<file path="config.mk">
export PLATFORM = sky130hd
export DESIGN_NAME = round_robin_task_scheduler_unit
export DESIGN_NICKNAME = d
export VERILOG_FILES = /design/src/rtl/rrts_pkg.sv /design/src/rtl/round_robin_task_scheduler_unit.sv /design/src/rtl/rrts_ram.sv
export SDC_FILE = /design/constraint.sdc
export NUM_CORES = 1
export LEC_CHECK = 0
export ABC_AREA = 1
export BUFFER_PORTS_ARGS = -buffer_cell sky130_fd_sc_hd__buf_2
export CORE_UTILIZATION = 50
export DETAILED_ROUTE_END_ITERATION = 10
export HOLD_SLACK_MARGIN = 0.06
export PLACE_DENSITY = 0.63
export SLEW_MARGIN = 0
export SYNTH_ARGS = -nofsm -noshare
export SYNTH_HDL_FRONTEND = slang
export SYNTH_SLANG_ARGS = --single-unit
</file>
<file path="constraint.sdc">
create_clock -name clk -period 11.6 [get_ports clk]
set_input_delay 2.32 -clock clk [delete_from_list [all_inputs] [get_ports clk]]
set_output_delay 2.32 -clock clk [all_outputs]
set_load 0.05 [all_outputs]
</file>
<file path="src/rtl/rrts_pkg.sv">
// Shared types and codes for the round-robin task scheduler
package rrts_pkg;

    // controller states
    typedef enum logic [2:0] {
        FSM_IDLE,
        FSM_CRE_SCAN,
        FSM_CRE_APPEND,
        FSM_SCHED,
        FSM_FINISH
    } fsm_t;

    // requested action codes
    typedef enum logic [1:0] {
        ACT_CREATE   = 2'd0,
        ACT_SCHEDULE = 2'd1,
        ACT_EXIT     = 2'd2,
        ACT_SLEEP    = 2'd3
    } action_t;

    // per-slot task state
    typedef enum logic [1:0] {
        TS_DEAD     = 2'd0,
        TS_READY    = 2'd1,
        TS_RUNNING  = 2'd2,
        TS_SLEEPING = 2'd3
    } task_state_t;

    // result status codes
    localparam logic [1:0] STATUS_OK      = 2'd0;
    localparam logic [1:0] STATUS_FULL    = 2'd1;
    localparam logic [1:0] STATUS_REFUSED = 2'd2;

    localparam int TIME_W   = 32;
    localparam int ID_OUT_W = 4;

    // one task table entry as stored in memory
    typedef struct packed {
        task_state_t         state;
        logic [TIME_W-1:0]   wake;
    } slot_entry_t;

endpackage

</file>
<file path="src/rtl/round_robin_task_scheduler_unit.sv">
// Round-robin task table and scheduler, top level
//
//  channel | signals                                   | direction
//  --------+-------------------------------------------+----------
//  in      | in_valid, in_stall, action, now_seconds,  | into block
//          | sleep_seconds                             |
//  out     | out_valid, out_stall, status, created_id, | out of block
//          | previous_id, current_id                   |
//
// Task state and wake time live in one memory, scanned one slot per cycle through
// its single read port with write-back in the cycle after the read. Reset needs no
// clearing pass: slots at or above the count are never read, and slot 0 reads as
// running until first written. A new item is taken while a result still waits on
// a stalled output; the next result waits in the finish state.
module round_robin_task_scheduler_unit #(
    parameter int MAX_TASKS = 16
) (
    input  logic        clk,
    input  logic        rst_n,
    input  logic        in_valid,
    output logic        in_stall,
    input  logic [1:0]  action,
    input  logic [31:0] now_seconds,
    input  logic [31:0] sleep_seconds,
    output logic        out_valid,
    input  logic        out_stall,
    output logic [1:0]  status,
    output logic [3:0]  created_id,
    output logic [3:0]  previous_id,
    output logic [3:0]  current_id
);

    localparam int ID_W  = $clog2(MAX_TASKS);
    localparam int CNT_W = $clog2(MAX_TASKS + 1);
    localparam int EXT_W = ID_W + rrts_pkg::ID_OUT_W;
    localparam int ENT_W = $bits(rrts_pkg::slot_entry_t);

    // low bits of a slot id for the result fields
    function automatic logic [rrts_pkg::ID_OUT_W-1:0] id_out(input logic [ID_W-1:0] id);
        logic [EXT_W-1:0] ext;
        ext = EXT_W'(id);
        return ext[rrts_pkg::ID_OUT_W-1:0];
    endfunction

    rrts_pkg::fsm_t            fsm_reg, fsm_next;
    rrts_pkg::action_t         act_reg, act_next;
    logic [31:0]               now_reg, now_next;
    logic [31:0]               wake_new_reg, wake_new_next;
    logic [ID_W-1:0]           prev_reg, prev_next;
    logic [ID_W-1:0]           running_reg, running_next;
    logic [CNT_W-1:0]          slots_reg, slots_next;
    logic [CNT_W-1:0]          iss_cnt_reg, iss_cnt_next;
    logic [ID_W-1:0]           addr_reg, addr_next;
    logic                      pend_valid_reg, pend_valid_next;
    logic [ID_W-1:0]           pend_addr_reg, pend_addr_next;
    logic                      pend_last_reg, pend_last_next;
    logic                      found_reg, found_next;
    logic [1:0]                res_status_reg, res_status_next;
    logic [ID_W-1:0]           res_created_reg, res_created_next;
    logic                      s0_valid_reg, s0_valid_next;
    logic                      out_valid_reg, out_valid_next;
    logic [1:0]                status_reg, status_next;
    logic [3:0]                created_reg, created_next;
    logic [3:0]                previous_reg, previous_next;
    logic [3:0]                current_reg, current_next;

    logic                      wr_en;
    logic [ID_W-1:0]           wr_addr;
    rrts_pkg::slot_entry_t     wr_entry;
    logic                      rd_en;
    logic [ENT_W-1:0]          rd_data;
    rrts_pkg::slot_entry_t     rd_entry;
    rrts_pkg::slot_entry_t     cur_entry;
    logic                      runnable;

    // task table memory
    rrts_ram #(
        .WIDTH (ENT_W),
        .DEPTH (MAX_TASKS)
    ) u_table (
        .clk     (clk),
        .wr_en   (wr_en),
        .wr_addr (wr_addr),
        .wr_data (wr_entry),
        .rd_en   (rd_en),
        .rd_addr (addr_reg),
        .rd_data (rd_data)
    );

    // slot 0 reads as running until first written
    always_comb
    begin
        rd_entry = rrts_pkg::slot_entry_t'(rd_data);
        if (pend_addr_reg == '0 && !s0_valid_reg)
        begin
            rd_entry.state = rrts_pkg::TS_RUNNING;
            rd_entry.wake  = '0;
        end
    end

    // entry as seen by the scheduler: exit or sleep on the old task, then wakeup
    always_comb
    begin
        cur_entry = rd_entry;
        if (pend_addr_reg == prev_reg && act_reg == rrts_pkg::ACT_EXIT)
        begin
            cur_entry.state = rrts_pkg::TS_DEAD;
        end
        else if (pend_addr_reg == prev_reg && act_reg == rrts_pkg::ACT_SLEEP)
        begin
            cur_entry.state = rrts_pkg::TS_SLEEPING;
            cur_entry.wake  = wake_new_reg;
        end
        if (cur_entry.state == rrts_pkg::TS_SLEEPING && cur_entry.wake <= now_reg)
        begin
            cur_entry.state = rrts_pkg::TS_READY;
        end
        runnable = cur_entry.state == rrts_pkg::TS_READY ||
                   cur_entry.state == rrts_pkg::TS_RUNNING;
    end

    // state register
    always_ff @(posedge clk or negedge rst_n)
    begin
        if (!rst_n)
        begin
            fsm_reg        <= rrts_pkg::FSM_IDLE;
            running_reg    <= '0;
            slots_reg      <= CNT_W'(1);
            pend_valid_reg <= 1'b0;
            s0_valid_reg   <= 1'b0;
            out_valid_reg  <= 1'b0;
        end
        else
        begin
            fsm_reg        <= fsm_next;
            running_reg    <= running_next;
            slots_reg      <= slots_next;
            pend_valid_reg <= pend_valid_next;
            s0_valid_reg   <= s0_valid_next;
            out_valid_reg  <= out_valid_next;
        end
    end

    // working and result registers
    always_ff @(posedge clk)
    begin
        act_reg         <= act_next;
        now_reg         <= now_next;
        wake_new_reg    <= wake_new_next;
        prev_reg        <= prev_next;
        iss_cnt_reg     <= iss_cnt_next;
        addr_reg        <= addr_next;
        pend_addr_reg   <= pend_addr_next;
        pend_last_reg   <= pend_last_next;
        found_reg       <= found_next;
        res_status_reg  <= res_status_next;
        res_created_reg <= res_created_next;
        status_reg      <= status_next;
        created_reg     <= created_next;
        previous_reg    <= previous_next;
        current_reg     <= current_next;
    end

    // next state, memory access and datapath
    always_comb
    begin
        fsm_next         = fsm_reg;
        act_next         = act_reg;
        now_next         = now_reg;
        wake_new_next    = wake_new_reg;
        prev_next        = prev_reg;
        running_next     = running_reg;
        slots_next       = slots_reg;
        iss_cnt_next     = iss_cnt_reg;
        addr_next        = addr_reg;
        pend_valid_next  = pend_valid_reg;
        pend_addr_next   = pend_addr_reg;
        pend_last_next   = pend_last_reg;
        found_next       = found_reg;
        res_status_next  = res_status_reg;
        res_created_next = res_created_reg;
        out_valid_next   = out_valid_reg && out_stall;
        status_next      = status_reg;
        created_next     = created_reg;
        previous_next    = previous_reg;
        current_next     = current_reg;
        wr_en            = 1'b0;
        wr_addr          = pend_addr_reg;
        wr_entry         = cur_entry;
        rd_en            = 1'b0;

        case (fsm_reg)
            rrts_pkg::FSM_IDLE:
            begin
                if (in_valid)
                begin
                    act_next         = rrts_pkg::action_t'(action);
                    now_next         = now_seconds;
                    wake_new_next    = now_seconds + sleep_seconds;
                    prev_next        = running_reg;
                    res_status_next  = rrts_pkg::STATUS_OK;
                    res_created_next = '0;
                    found_next       = 1'b0;
                    pend_valid_next  = 1'b0;
                    // scan starts after the running slot, wrapping at the count
                    iss_cnt_next     = '0;
                    if (CNT_W'(running_reg) == slots_reg - CNT_W'(1))
                    begin
                        addr_next = '0;
                    end
                    else
                    begin
                        addr_next = running_reg + ID_W'(1);
                    end
                    fsm_next = rrts_pkg::FSM_SCHED;
                    if (action == rrts_pkg::ACT_CREATE)
                    begin
                        addr_next    = ID_W'(1);
                        iss_cnt_next = CNT_W'(1);
                        if (slots_reg == CNT_W'(1))
                        begin
                            fsm_next = rrts_pkg::FSM_CRE_APPEND;
                        end
                        else
                        begin
                            fsm_next = rrts_pkg::FSM_CRE_SCAN;
                        end
                    end
                    else if (action != rrts_pkg::ACT_SCHEDULE && running_reg == '0)
                    begin
                        res_status_next = rrts_pkg::STATUS_REFUSED;
                        fsm_next        = rrts_pkg::FSM_FINISH;
                    end
                end
            end

            rrts_pkg::FSM_CRE_SCAN:
            begin
                // issue reads of slots 1 to count-1
                pend_valid_next = 1'b0;
                if (iss_cnt_reg < slots_reg)
                begin
                    rd_en           = 1'b1;
                    addr_next       = addr_reg + ID_W'(1);
                    iss_cnt_next    = iss_cnt_reg + CNT_W'(1);
                    pend_valid_next = 1'b1;
                    pend_addr_next  = addr_reg;
                    pend_last_next  = iss_cnt_reg == slots_reg - CNT_W'(1);
                end
                // first dead slot is reused
                if (pend_valid_reg)
                begin
                    if (rd_entry.state == rrts_pkg::TS_DEAD)
                    begin
                        wr_en            = 1'b1;
                        wr_entry.state   = rrts_pkg::TS_READY;
                        wr_entry.wake    = '0;
                        res_created_next = pend_addr_reg;
                        pend_valid_next  = 1'b0;
                        fsm_next         = rrts_pkg::FSM_FINISH;
                    end
                    else if (pend_last_reg)
                    begin
                        pend_valid_next = 1'b0;
                        fsm_next        = rrts_pkg::FSM_CRE_APPEND;
                    end
                end
            end

            rrts_pkg::FSM_CRE_APPEND:
            begin
                // take the next unused slot if the table has room
                if (slots_reg == CNT_W'(MAX_TASKS))
                begin
                    res_status_next = rrts_pkg::STATUS_FULL;
                end
                else
                begin
                    wr_en            = 1'b1;
                    wr_addr          = ID_W'(slots_reg);
                    wr_entry.state   = rrts_pkg::TS_READY;
                    wr_entry.wake    = '0;
                    res_created_next = ID_W'(slots_reg);
                    slots_next       = slots_reg + CNT_W'(1);
                end
                fsm_next = rrts_pkg::FSM_FINISH;
            end

            rrts_pkg::FSM_SCHED:
            begin
                // issue reads around the ring, the old task last
                pend_valid_next = 1'b0;
                if (iss_cnt_reg < slots_reg)
                begin
                    rd_en           = 1'b1;
                    iss_cnt_next    = iss_cnt_reg + CNT_W'(1);
                    pend_valid_next = 1'b1;
                    pend_addr_next  = addr_reg;
                    pend_last_next  = iss_cnt_reg == slots_reg - CNT_W'(1);
                    if (CNT_W'(addr_reg) == slots_reg - CNT_W'(1))
                    begin
                        addr_next = '0;
                    end
                    else
                    begin
                        addr_next = addr_reg + ID_W'(1);
                    end
                end
                // write back with wakeup, pick and demotion of the old task
                if (pend_valid_reg)
                begin
                    wr_en = 1'b1;
                    if (!found_reg && runnable)
                    begin
                        wr_entry.state = rrts_pkg::TS_RUNNING;
                        found_next     = 1'b1;
                        running_next   = pend_addr_reg;
                    end
                    else if (cur_entry.state == rrts_pkg::TS_RUNNING)
                    begin
                        wr_entry.state = rrts_pkg::TS_READY;
                    end
                    if (pend_last_reg)
                    begin
                        fsm_next = rrts_pkg::FSM_FINISH;
                    end
                end
            end

            rrts_pkg::FSM_FINISH:
            begin
                // hand the result to the output register once it is free
                pend_valid_next = 1'b0;
                if (!out_valid_reg || !out_stall)
                begin
                    out_valid_next = 1'b1;
                    status_next    = res_status_reg;
                    created_next   = id_out(res_created_reg);
                    previous_next  = id_out(prev_reg);
                    current_next   = id_out(running_reg);
                    fsm_next       = rrts_pkg::FSM_IDLE;
                end
            end

            default:
            begin
                fsm_next = rrts_pkg::FSM_IDLE;
            end
        endcase

        s0_valid_next = s0_valid_reg || (wr_en && wr_addr == '0);
    end

    // ports
    assign in_stall    = fsm_reg != rrts_pkg::FSM_IDLE;
    assign out_valid   = out_valid_reg;
    assign status      = status_reg;
    assign created_id  = created_reg;
    assign previous_id = previous_reg;
    assign current_id  = current_reg;

endmodule

</file>
<file path="src/rtl/rrts_ram.sv">
// Generic single-write, single-read RAM with registered read data
module rrts_ram #(
    parameter int WIDTH = 34,
    parameter int DEPTH = 16
) (
    input  logic                                     clk,
    input  logic                                     wr_en,
    input  logic [(DEPTH > 1 ? $clog2(DEPTH) : 1)-1:0] wr_addr,
    input  logic [WIDTH-1:0]                         wr_data,
    input  logic                                     rd_en,
    input  logic [(DEPTH > 1 ? $clog2(DEPTH) : 1)-1:0] rd_addr,
    output logic [WIDTH-1:0]                         rd_data
);

    logic [WIDTH-1:0] mem [DEPTH];

    // write port
    always_ff @(posedge clk)
    begin
        if (wr_en)
        begin
            mem[wr_addr] <= wr_data;
        end
    end

    // registered read port
    always_ff @(posedge clk)
    begin
        if (rd_en)
        begin
            rd_data <= mem[rd_addr];
        end
    end

endmodule

</file>
Yosys cells after proc, flatten, opt, wreduce, memory -nomap -nowiden
Memories as Yosys holds them, arrays and structs flattened. A register that Yosys moved wholly into a read port is not among the register bits.
Cells that the tools add are included.
{"block": "classes", "n_eq_ne": 29, "magnitude_cmp": 2, "addsub": 6, "mux": 66, "bitwise_logic": 1, "n_reduce_logical": 41}
{"op": "$mux 34", "n": 5}
{"op": "$pmux 32 s2", "n": 1}
{"op": "$mux 4", "n": 12}
{"op": "$add 32x32->32", "n": 1}
{"op": "$le 32x32->1", "n": 1}
{"op": "$mux 32", "n": 1}
{"op": "$mux 3", "n": 9}
{"op": "$pmux 4 s3", "n": 2}
{"op": "$ne 2x2->1 const B", "n": 11}
{"op": "$mux 2", "n": 10}
{"op": "$mux 1", "n": 17}
{"op": "$pmux 3 s5", "n": 1}
{"op": "$logic_not 4->1", "n": 3}
{"op": "$add 5x1->5 const B", "n": 2}
{"op": "$eq 4x5->1", "n": 2}
{"op": "$mux 5", "n": 2}
{"op": "$pmux 5 s2", "n": 1}
{"op": "$reduce_and 2->1", "n": 5}
{"op": "$reduce_and 3->1", "n": 3}
{"op": "$reduce_bool 3->1", "n": 3}
{"op": "$add 4x1->4 const B", "n": 2}
{"op": "$eq 2x2->1 const B", "n": 4}
{"op": "$logic_and 1x1->1", "n": 8}
{"op": "$reduce_and 4->1", "n": 2}
{"op": "other kinds (27)", "n": 37}
{"block": "word_totals", "wordCells": 167, "ramBits": 544, "out_inout_bits": 16, "input_bits": 70, "register_bits": 120, "n_memories": 1}
{"name": "u_table.mem", "depth": 16, "width": 34, "read_ports": 1, "rd_clocked_by_memory_dff": 1, "write_ports": 1, "line_no": "rrts_ram.sv:15", "text": "logic [WIDTH-1:0] mem [DEPTH];"}

Logic depth before layout (Yosys ltp)
{"block": "logic_depth", "depth_word": 14, "depth_mapped": 27, "depth_no_buf": 27}

By module
Synthesis repeated with hierarchy kept, for this count alone.
{"block": "hier_totals", "hier_cells": 3263, "hier_area_um2": 32667.6}
{"module": "rrts_ram", "n_inst": 1, "cells_each": 2250, "area_per_inst_um2": 24284.5, "seq_area_each_um2": 17356.6}
{"module": "round_robin_task_scheduler_unit", "n_inst": 1, "cells_each": 1013, "area_per_inst_um2": 8383.0, "seq_area_each_um2": 3529.6}

Worst setup path after synthesis
Ideal clock, no wire load.
{"block": "synth_path", "path_kind": "input-to-reg", "startpoint": "in in_valid", "endpoint": "reg act_reg[0], enable pin", "setup_slack_ps": 5813, "t_required_ps": 11101, "n_path_buf": 0, "setup_time_ps": 499, "arrival_time_ps": 5288, "cell_stages": 2, "cell_sequence": "inv_1 > nor2_1"}
{"block": "synth_between", "elab_chain_cells": 1}
{"item": "start, declared", "line_no": "round_robin_task_scheduler_unit.sv:20", "text": "input logic in_valid,"}
{"item": "$reduce_and 2->1 (no source line)"}
{"item": "end signal, assigned", "line_no": "round_robin_task_scheduler_unit.sv:148", "text": "act_reg <= act_next;"}
{"item": "end, declared", "line_no": "round_robin_task_scheduler_unit.sv:46", "text": "rrts_pkg::action_t act_reg, act_next;"}
Every way passes these cells.
A chain may end at the register's enable or synchronous reset.

Final worst setup path
{"block": "layout_path", "startpoint": "reg pend_addr_reg[2]", "endpoint": "mem u_table.mem[8][32] (data pin)"}
{"block": "layout_between", "elab_chain_cells": 14, "elab_cells_between_ends": 25, "classes_between": "order compare (1); eq/ne (4); mux (12); reduce/logical (8)"}
{"item": "start, declared", "line_no": "round_robin_task_scheduler_unit.sv:55", "text": "logic [ID_W-1:0] pend_addr_reg, pend_addr_next;"}
{"item": "start signal, assigned", "line_no": "round_robin_task_scheduler_unit.sv:154", "text": "pend_addr_reg <= pend_addr_next;"}
{"item": "$logic_not 4->1", "line_no": "round_robin_task_scheduler_unit.sv:94", "text": "if (pend_addr_reg == '0 && !s0_valid_reg)"}
{"item": "$logic_and 1x1->1", "line_no": "round_robin_task_scheduler_unit.sv:94"}
{"item": "$mux 34", "line_no": "round_robin_task_scheduler_unit.sv:94"}
{"item": "$mux 34", "line_no": "round_robin_task_scheduler_unit.sv:109", "text": "else if (pend_addr_reg == prev_reg && act_reg == rrts_pkg::ACT_SLEEP)"}
{"item": "$mux 32 / $mux 2 (equally long branches)", "line_no": "round_robin_task_scheduler_unit.sv:105", "text": "if (pend_addr_reg == prev_reg && act_reg == rrts_pkg::ACT_EXIT)"}
{"item": "$le 32x32->1 / $eq 2x2->1 (equally long branches)", "line_no": "round_robin_task_scheduler_unit.sv:114", "text": "if (cur_entry.state == rrts_pkg::TS_SLEEPING && cur_entry.wake <= now_reg)"}
{"item": "$logic_and 1x1->1", "line_no": "round_robin_task_scheduler_unit.sv:114"}
{"item": "$mux 2", "line_no": "round_robin_task_scheduler_unit.sv:114"}
{"item": "$eq 2x1->1 / $eq 2x2->1 (equally long branches)", "line_no": "round_robin_task_scheduler_unit.sv:118, round_robin_task_scheduler_unit.sv:119, round_robin_task_scheduler_unit.sv:320"}
{"item": "$logic_or 1x1->1", "line_no": "round_robin_task_scheduler_unit.sv:118", "text": "runnable = cur_entry.state == rrts_pkg::TS_READY ||"}
{"item": "$logic_and 1x1->1", "line_no": "round_robin_task_scheduler_unit.sv:314", "text": "if (!found_reg && runnable)"}
{"item": "$mux 2", "line_no": "round_robin_task_scheduler_unit.sv:314"}
{"item": "$mux 2", "line_no": "round_robin_task_scheduler_unit.sv:311", "text": "if (pend_valid_reg)"}
{"item": "$pmux 2 s3 *", "line_no": "round_robin_task_scheduler_unit.sv:193", "text": "case (fsm_reg)"}
{"item": "net u_table.wr_data[32]", "line_no": "rrts_ram.sv:9", "text": "input logic [WIDTH-1:0] wr_data,"}
{"item": "end, declared", "line_no": "rrts_ram.sv:15"}
Mark *: on every way through the listed nets, which the timed path passes. The rest lies on a longest branch.

==> metrics.yaml <==
status: "finished, final reports clean"
largest_reg_flops: 544
drcViolationCount: 0
rr_worst_depth: 22
dr.pass1.iters: 5
whs_path_depth: 0
synth_edf_count: 683
clk_pin_slew_ps: 60
vias_per_cell: 5.930
largestRegisters: "u_table.mem (544), u_table.rd_data (34)"
syn_inst: 2544
vias: 20490
grt_pass1_vias: 19430
numPortBuffers: 85
cap_viol_max_count: 0
required_ps: 11850
wl_per_cell_um: 23.11
hold_buffers: 0
ys_seq_area_share_pct: 68.98
fp.dieArea_mm2: 0.06155
grt_setup_unrepaired: "no"
final.setup_skew_ps: 26.48
powerDensity_mw_per_mm2: 282.7
synth_cell_types: 50
syn_area_mm2: 0.03028
rows: 89
finalNetCount: 2771
grt_pass1_wl_um: 118700
drt-total-wl_um: 79830
ys_ff_latch: 698
avgSynthCellArea_um2: 11.90
synth_top_area_cell: "edfxtp_1"
timing.critical_path.mode_cell: "nand2_1"
fmax_ghz: 0.1950
grt_usage_pct: 26.10
fin_crit_ps: 5127
leakage_nw: 12.14
finalCoreUtilization_pct: 57.23
die_y_um: 248.1
cts_resized: 0
insertion_delay_ps: 620
critPathMaxFanout: 36
grt_remaining_overflow: 0
critPathArrivalTime_ps: 5370
crit_chain: "inv_2, nor2_1, nor4_4, nand4_4, clkinv_2, nand2_1, nand2_1, ha_1, nand2_1, nor2_1, nand2_1, nand2_1, nand2_1, nand2_1, nand2_1, nand2_1, nand2_1, a21boi_0, ha_1, inv_1, o21ai_0, o211ai_1"
setup_viol: 0
numCtsBuffers: 73
die_w_um: 248.1
cts_buffer_depth: 3
worst_pin_slew_ps: 1402
drv_slew: 0
gp_congestion: 0.9065
slew-limit-headroom_pct: 6.508
initial_core_util_pct: 50.92
grt_max_degree: 204
ys_dominant_reg_cell: "edfxtp_1"
layout-drive-gt1-share_pct: 11.12
critPathLaunchType: "flip-flop"
grt_antenna_before_repair: 0
setup-tns-final_ps: 0
ant_nets: 0
area_delta_synth_final_pct: 12.40
io_pins: 86
worstSetupPathType: "reg2reg"
finalHoldViolations: 0
cts_tree: "built"
coreArea_mm2: 0.05946
ys.warnings.count: 0
regMostFlops: "u_table.mem"
syn-num-nets: 2691
synth_area_leaders: "edfxtp_1 (68%), o21ai_0 (5.8%), nor2_1 (5.3%)"
slowest_stage: "o211ai_1"
max_stage_delay_ps: 890
cts.sinks: 698
hpwl_um: 45130
synthArstFlopShare_pct: 2.149
ir_worst_vdd_v: 0.0002008
yosys.area.top_type_share_pct: 67.73
endpoint_kind: "flip-flop"
clockRootBuffer: "clkbuf_16"
post_cts_buffers: 0
drtIter0Drc: 1977
cts.htree.levels: 3
hold_class: "reg2reg"
fin_crit_sh_pct: 44.20
-- routing by layer --
metal / track usage, % / wire length (um) / share of wire [%]
met1: 35.92 / 34020 / 43
met3: 3.631 / 4779 / 6.0
met5: 0 / 0 / 0
met4: 8.303 / 2162 / 2.7
met2: 43.04 / 38870 / 49
-- cell usage in the layout, fill, tap and decap left out, types with 9 or more instances in the layout --
master / instances
a21oi_1: 107
buf_2: 85
buf_4: 42
bufinv_16: 11
clkbuf_16: 73
clkinv_1: 16
clkinv_2: 20
dfrtp_1: 14
edfxtp_1: 683
ha_1: 76
inv_1: 122
inv_2: 9
nand2_1: 244
nand3_1: 74
nand4_1: 10
nor2_1: 408
nor2_4: 19
o21ai_0: 351
o21ai_1: 13
o22ai_1: 169
xnor2_1: 14
xor2_1: 29
-- worst max-delay path, delay by kind of cell (launching register included) --
| kind | cells | cell delay [ps] |
|---|---|---|
| AO/OA/AOI/OAI | 3 | 1150 |
| buffers and inverters | 3 | 730 |
| AND/OR/NAND/NOR | 14 | 2050 |
| flip-flops | 1 | 430 |
| adder cells (fa/ha/maj) | 2 | 400 |
-- cells by family (layout without fill, tap and decap cells) --
logic type                 Yosys count  count (layout)  share of synthesized area (%)
other                                0               1                              0
AOI/OAI and AO/OA                  680             680                          12.29
adders and majority gates           77              77                          3.206
and+or+nand+nor                    785             785                          10.67
DFF                                698             698                          68.98
xor gates and xnor gates            44              44                          1.297
buffers and inverters              260             397                          3.554
-- Yosys cell counts, types with 9 or more instances --
cell	instances
buf_2	23
o22ai_1	169
nand2_1	244
buf_4	12
inv_1	124
nor2_1	425
xor2_1	29
edfxtp_1	683
ha_1	76
o21ai_1	13
a21oi_1	107
clkbuf_1	80
xnor2_1	14
nand3_1	74
nand4_1	10
o21ai_0	351
dfrtp_1	14
inv_2	9
-- final timing paths --
kind                                       to  slack [ps]               start
hold / removal                  created_id[3]         420  res_created_reg[3]
hold reg to reg                 created_id[3]         420  res_created_reg[3]
min in group asynchronous        s0_valid_reg        1620               rst_n
setup reg to reg           u_table.mem[8][32]        6470    pend_addr_reg[2]
setup / recovery           u_table.mem[8][32]        6470    pend_addr_reg[2]
max in group asynchronous        slots_reg[0]        9680               rst_n
-- layout make-up --
cell class / count / area (um2)
well taps: 773 / 967.2
clock inverters: 55 / 604.3
fillers: 4841 / 25430
inverters: 137 / 525.5
multi-input cells: 1586 / 8446
flip-flops and latches: 698 / 20890
repair buffers: 128 / 760.7
diodes: 1 / 2.502
clock buffers: 77 / 1842
-- power by group --
| group | total (W) | leakage [nW] | switching [W] | internal (W) |
|---|---|---|---|---|
| logic | 0.00333 | 4.55 | 0.00246 | 0.000873 |
| clock network | 0.00238 | 1.20 | 0.000974 | 0.00141 |
| registers | 0.00391 | 6.40 | 0.000185 | 0.00373 |
-- metrics by stage --
step | std cells | power (W) | worst slack (ps) | instance area (um2) | hold slack (ps)
after floorplan | 2544 | 0.006089 | 5813 | 30280 | 400.3
after global placement | 3322 | 0.007192 | 6828 | 31590 | 407.0
after detailed placement | 3322 | 0.007272 | 6586 | 31590 | 404.5
after CTS | 3454 | 0.009652 | 6565 | 34030 | 418.3
after global routing | 3454 | 0.01011 | 5998 | 34030 | 431.6
final | 3455 | 0.009622 | 6473 | 34030 | 418.8
Power figures use the tool's default switching activity.
